==> src/sv/bmf_pkg.sv <==
`timescale 1ns / 1ps
// Shared types and fixed widths of the box mean filter.
package bmf_pkg;

    localparam int unsigned CSUM_W = 12;  // column sum width
    localparam int unsigned WSUM_W = 16;  // window sum width
    localparam int unsigned PIX_W  = 8;
    localparam int unsigned POS_W  = 10;  // width of reported centre coordinates
    localparam int unsigned CFG_W  = 11;  // widest configuration register

    typedef enum logic [1:0] {
        REG_WINDOW_SIZE  = 2'd0,
        REG_IMAGE_WIDTH  = 2'd1,
        REG_IMAGE_HEIGHT = 2'd2,
        REG_NONE         = 2'd3
    } t_reg_idx;

    typedef enum logic [2:0] {
        S_IDLE,
        S_MOD,
        S_RD1,
        S_RD2,
        S_WS,
        S_DIV,
        S_OUT
    } t_state;

endpackage

==> src/sv/bmf_div.sv <==
`timescale 1ns / 1ps
// Restoring divider, one quotient bit per cycle.
module bmf_div import bmf_pkg::*; #(
    parameter int unsigned DVW = 10
) (
    input  logic              i_clk,
    input  logic              i_rst_n,
    input  logic              i_start,
    input  logic [WSUM_W-1:0] i_dividend,
    input  logic [DVW-1:0]    i_divisor,
    output logic              o_done,
    output logic [WSUM_W-1:0] o_quotient,
    output logic [DVW-1:0]    o_remainder
);

    localparam int unsigned CNT_W = $clog2(WSUM_W + 1);

    logic              r_busy;
    logic              r_done;
    logic [CNT_W-1:0]  r_cnt;
    logic [DVW-1:0]    r_rem;
    logic [WSUM_W-1:0] r_quo;
    logic [DVW-1:0]    r_dvs;
    logic [DVW:0]      shifted;
    logic              fits;

    always_comb begin
        shifted = {r_rem, r_quo[WSUM_W-1]};
        fits    = (shifted >= {1'b0, r_dvs});
    end

    always_ff @(posedge i_clk) begin
        if (!i_rst_n) begin
            r_busy <= 1'b0;
            r_done <= 1'b0;
            r_cnt  <= '0;
        end else begin
            r_done <= 1'b0;
            if (i_start) begin
                r_busy <= 1'b1;
                r_cnt  <= CNT_W'(WSUM_W);
            end else if (r_busy) begin
                r_cnt <= r_cnt - 1'b1;
                if (r_cnt == CNT_W'(1)) begin
                    r_busy <= 1'b0;
                    r_done <= 1'b1;
                end
            end
        end
    end

    always_ff @(posedge i_clk) begin
        if (i_start) begin
            r_rem <= '0;
            r_quo <= i_dividend;
            r_dvs <= i_divisor;
        end else if (r_busy) begin
            r_rem <= fits ? DVW'(shifted - {1'b0, r_dvs}) : shifted[DVW-1:0];
            r_quo <= {r_quo[WSUM_W-2:0], fits};
        end
    end

    assign o_done      = r_done;
    assign o_quotient  = r_quo;
    assign o_remainder = r_rem;

endmodule

==> config.mk <==
export PLATFORM = sky130hd
export DESIGN_NAME = bmf_div
export DESIGN_NICKNAME = d
export VERILOG_FILES = /design/src/sv/bmf_pkg.sv /design/src/sv/bmf_div.sv
export SDC_FILE = /design/constraint.sdc
export NUM_CORES = 1
export LEC_CHECK = 0
export ABC_AREA = 1
export BUFFER_PORTS_ARGS = -buffer_cell sky130_fd_sc_hd__buf_2
export CAP_MARGIN = 20
export CORE_MARGIN = 2
export CORE_UTILIZATION = 40
export DETAILED_ROUTE_END_ITERATION = 10
export SLEW_MARGIN = 10
export SYNTH_ARGS = -nofsm -noshare
export SYNTH_HDL_FRONTEND = slang
export SYNTH_SLANG_ARGS = --single-unit
==> constraint.sdc <==
create_clock -name i_clk -period 3.95 [get_ports i_clk]
set_input_delay 0.5925 -clock i_clk [delete_from_list [all_inputs] [get_ports i_clk]]
set_output_delay 0.5925 -clock i_clk [all_outputs]
set_load 0.02 [all_outputs]
== Word-level counts from Yosys, hierarchy flattened ==
Index checks and enable logic that the tools add are counted.
Storage, ports and cells
  output and inout bits: 27
  memories: 0
  memory bits (writable): 0
  bits of input ports: 29
  bits in registers: 43
  latch bits: 0
  memory bits (read-only): 0
Operators by class
  equality and inequality tests: 1
  shift-type cells: 0
  bitwise logic cells: 2
  $mul: 0
  multiplexer cells: 9
  $lt $le $gt $ge: 1
  add/subtract/negate cells: 2
  reduce and logical (&&, ||, !) cells: 3
  divide/modulo/power cells: 0
Operators with widths (count)
  two-way mux 16 bit: 2
  >= comparator 11 x 10 -> 1 bit: 1
  two-way mux 10 bit: 1
  two-way mux 5 bit: 2
  subtractor 10 bit: 1
  equality test 5 x 1 -> 1 bit (second input constant): 1
  subtractor 5 x 1 -> 5 bit (second input constant): 1
  two-way mux 1 bit: 4
  OR reduction 3 bit: 1
  inverter 1 bit: 2
  nonzero test 2 bit: 1
  OR reduction 2 bit: 1

== Depth between registers and ports, before layout ==
  depth after elaboration: 4
  gate-level depth with buffers: 14

== Worst setup path before layout ==
OpenSTA, ideal clock, no wires.
  path kind: reg-to-reg
  from: register r_quo[15] (netlist: o_quotient[15])
  to: register r_rem[8] (netlist: o_remainder[8])
  setup slack: 2.053 ns
  cell stages (with the launch flop): 15
  arrival time: 1.784 ns
  required time: 3.837 ns
  cells stage by stage: edfxtp_1 inv_1 ha_1 inv_1 fa_1 nand3_1 nand3_1 nand2_1 nand2_1 nand2_1 nand2_1 inv_1 nand2_1 nand3_1 nand2_1
On the way
  cells in the longest elaborated chain, start to end: 2
  elaborated cells between the ends (all ways): 3
  those cells by class: 1 x add/sub; 1 x order compare; 1 x mux
RTL lines
  from (decl): line bmf_div.sv:22  | logic [WSUM_W-1:0] r_quo;
  from (signal assigned): line bmf_div.sv:55  | r_quo <= i_dividend;
  from (signal assigned): line bmf_div.sv:59  | r_quo <= {r_quo[WSUM_W-2:0], fits};
  subtractor 10 bit or >= comparator 11 x 10 -> 1 bit (tied branches): line bmf_div.sv:58, bmf_div.sv:29
  two-way mux 10 bit (*): line bmf_div.sv:58  | r_rem <= fits ? DVW'(shifted - {1'b0, r_dvs}) : shifted[DVW-1:0];
  to (signal assigned): line bmf_div.sv:58
  to (decl): line bmf_div.sv:21  | logic [DVW-1:0] r_rem;
Mark *: on every way between the ends. The rest lies on a longest branch, timed or not.
A chain may end at the register's enable or synchronous reset.

== Worst setup path in the final report ==
  from: register r_rem[1] (netlist: o_remainder[1])
  to: register r_rem[0] (netlist: o_remainder[0])
On the way
  cells in the longest elaborated chain, start to end: 2
RTL lines
  >= comparator 11 x 10 -> 1 bit: line bmf_div.sv:29  | fits = (shifted >= {1'b0, r_dvs});
  two-way mux 10 bit: line bmf_div.sv:58
Every way passes these cells.

==> impl_metrics.env <==
export IMPL_num_vias=1979
export IMPL_antenna_found_initial=0
export IMPL_rows=28
export IMPL_finalSetupViolCount=0
export IMPL_leakagePower_nw=1.54
export IMPL_area_delta_synth_final_pct=18.6
export IMPL_io_buffers=55
export IMPL_dieArea_mm2=0.00664
export IMPL_die_y_um=81.5
export IMPL_whs_ns=0.469
export IMPL_worst_path_buf_inv=0
export IMPL_min_from="i_divisor[5]"
export IMPL_cts_repair_resized=0
export IMPL_tightest_slew_ns=0.760
export IMPL_synth_edff_count=26
export IMPL_ys_seq_area_share_pct=46.7
export IMPL_hpwl_um=3880
export IMPL_post_cts_buffers=0
export IMPL_grtUsageTotal_pct=16.4
export IMPL_fp_dieW_um=81.5
export IMPL_synth_warnings=0
export IMPL_synth_nets=339
export IMPL_worst_setup_path_type="reg -> reg"
export IMPL_drcViolationCount=0
export IMPL_synth_common_cells="112 x nand2_1, 45 x inv_1, 26 x edfxtp_1, 20 x nand3_1, 17 x dfxtp_1"
export IMPL_clkLatencyLatePin_ns=0.29
export IMPL_max_cap_violations=0
export IMPL_cts_hold_buf=0
export IMPL_htreeDepth=2
export IMPL_cp_slowest_stage_delay_ns=0.57
export IMPL_synth_top_area_share_pct=32.5
export IMPL_ios=56
export IMPL_synth_cell_type_count=34
export IMPL_finalHoldViolations=0
export IMPL_drv_slew=0
export IMPL_hold_path_depth=1
export IMPL_grt_pass1_vias=1872
export IMPL_cts_sinks=43
export IMPL_numCtsBuffers=5
export IMPL_globalRouteOverflowTotal=0
export IMPL_diodes=0
export IMPL_cpMostUsedCell="nand2_1"
export IMPL_cp_end_kind="flip-flop"
export IMPL_finalSetupTns_ns=0
export IMPL_ant_nets=0
export IMPL_grt_max_degree=30
export IMPL_gp_congestion=0.779
export IMPL_ys_flop_type="edfxtp_1"
export IMPL_skew_ns=0.00595
export IMPL_reg2reg_setup_slack_ns=1.72
export IMPL_post_drt_wl_per_cell_um=11.9
export IMPL_cpMaxStageDelayCell="nor2_2"
export IMPL_cts_tree="yes"
export IMPL_relSlewSlack_pct=49.3
export IMPL_critPathLaunchType="flip-flop"
export IMPL_synth_largest_area_cell="edfxtp_1"
export IMPL_rsz0062_at_grt="no"
export IMPL_synth_area_leaders="edfxtp_1 33%, nand2_1 18%, dfxtp_1 14%"
export IMPL_required_ns=4.16
export IMPL_final_cells=430
export IMPL_reg2reg_to="o_remainder[0]"
export IMPL_peakVddDrop_uv=288
export IMPL_hold_path_endpoint="r_dvs[5]"
export IMPL_crit_family="simple AND/OR/NAND/NOR gates"
export IMPL_grt_pass1_wl_um=8370
export IMPL_via_per_inst=4.60
export IMPL_max_freq_ghz=0.448
export IMPL_core_area_mm2=0.00585
export IMPL_yosysMostFrequentCell="nand2_1"
export IMPL_utilization_pct=48.7
export IMPL_nets=396
export IMPL_cts_root_buf="clkbuf_8"
export IMPL_ff2ff_path_depth=10
export IMPL_power_density_mw_per_mm2=371
export IMPL_crit_chain="ha_1, nand2_1, nor2_1, nand2_1, nor2_2, nor2_2, nand2_2, nand2_1, nand3_1, o21ai_1"
export IMPL_avgSynthCellArea_um2=8.08
export IMPL_wl_um=5110
export IMPL_drive_gt1_share_pct=23.4
export IMPL_initial_utilization_pct=41.0
export IMPL_layout_min_cycle_time_ns=2.23
export IMPL_critical_path_arrival_ns=2.44
export IMPL_path_max_fanout=13
export IMPL_first_pass_iters=4
export IMPL_synth_seq_cells=43
export IMPL_timing_final_crit_share_pct=56.5
export IMPL_async_flop_share_pct=0
export IMPL_syn_area_mm2=0.00240
export IMPL_cts_max_path_buffers=2
export IMPL_hold_class="in -> reg"
export IMPL_dp_cells=422
export IMPL_rr_startpoint="o_remainder[1]"
export IMPL_synthCells=297
export IMPL_run_status="finished, final reports clean"
export IMPL_clk_pin_slew_ns=0.09
export IMPL_drt_initial_drc_count=124
[registers in the layout, indices dropped and copies added, names as in the netlist]
signal       cells
r_busy           1
o_done           1
r_cnt            5
o_remainder     10
r_dvs           10
o_quotient      16
[where the power goes]
group          internal (mW)  total [mW]  switching [mW]
sequential             0.513       0.530          0.0173
clock                  0.188       0.342           0.153
combinational         0.0668       0.184           0.117
[kinds of logic (layout without fill, tap and decap cells)]
| group | Yosys count | after routing | synth area share [%] |
|---|---|---|---|
| AO/OA/AOI/OAI | 15 | 15 | 3.65 |
| AND/OR/NAND/NOR | 168 | 168 | 31.6 |
| flip-flops | 43 | 43 | 46.7 |
| buffers and inverters | 52 | 110 | 8.81 |
| XOR/XNOR | 6 | 6 | 2.19 |
| adder cells (fa/ha/maj) | 13 | 13 | 7.09 |
[worst max-delay path by stage]
| stage | from | end | slack [ns] | cells after the start |
|---|---|---|---|---|
| floorplan | o_quotient[15] | o_remainder[8] | 2.05 | 14 |
| global placement | i_start | o_quotient[4] | 1.61 | 3 |
| detailed placement | i_start | o_quotient[3] | 1.57 | 3 |
| CTS | o_remainder[1] | o_remainder[0] | 1.73 | 10 |
| global route | o_remainder[1] | o_remainder[2] | 1.51 | 10 |
| finish | o_remainder[1] | o_remainder[0] | 1.72 | 10 |
[worst reg2reg max path, cell delays in order, from the launching register on]
cell,delay (ns)
dfxtp_1,0.36
ha_1,0.38
nand2_1,0.12
nor2_1,0.07
nand2_1,0.07
nor2_2,0.04
nor2_2,0.57
nand2_2,0.25
nand2_1,0.13
nand3_1,0.07
o21ai_1,0.10
[routing by layer]
| layer | wire length, um | track usage (%) |
|---|---|---|
| met4 | 32 | 3.73 |
| met1 | 2420 | 21.5 |
| met3 | 164 | 3.19 |
| met5 | 0 | 0 |
| met2 | 2490 | 28.1 |
[area by class of cell]
class | count | area, um^2
Clock buffer | 5 | 68.8
Clock inverter | 3 | 43.8
Fill cell | 617 | 3000
Inverter | 47 | 176
Multi-Input combinational cell | 202 | 1070
Sequential cell | 43 | 1120
Tap cell | 75 | 93.8
Timing Repair Buffer | 55 | 275
[metrics by stage]
step	cell area (um^2)	worst slack (ns)	total power [mW]
floorplan	2400	2.05	0.665
global placement	2740	1.61	0.724
detailed placement	2740	1.57	0.726
CTS	2850	1.73	1.07
global route	2850	1.51	1.12
finish	2850	1.72	1.06
[cell usage in the layout (no fill, tap or decap), types with 2 or more instances in the layout]
cell	instances
xor2_1	3
inv_1	45
nand3_2	5
clkbuf_8	5
buf_2	55
nor2_1	12
nor3_1	2
nand3_1	20
nand2_2	3
edfxtp_1	26
o21ai_0	2
o21ai_1	3
ha_1	12
dfxtp_1	17
nor2_2	5
nand2_1	112
a21oi_1	5
nand3b_1	2
xnor2_1	3
nand3b_2	3
No activity file was read; power rests on OpenSTA's default activity.
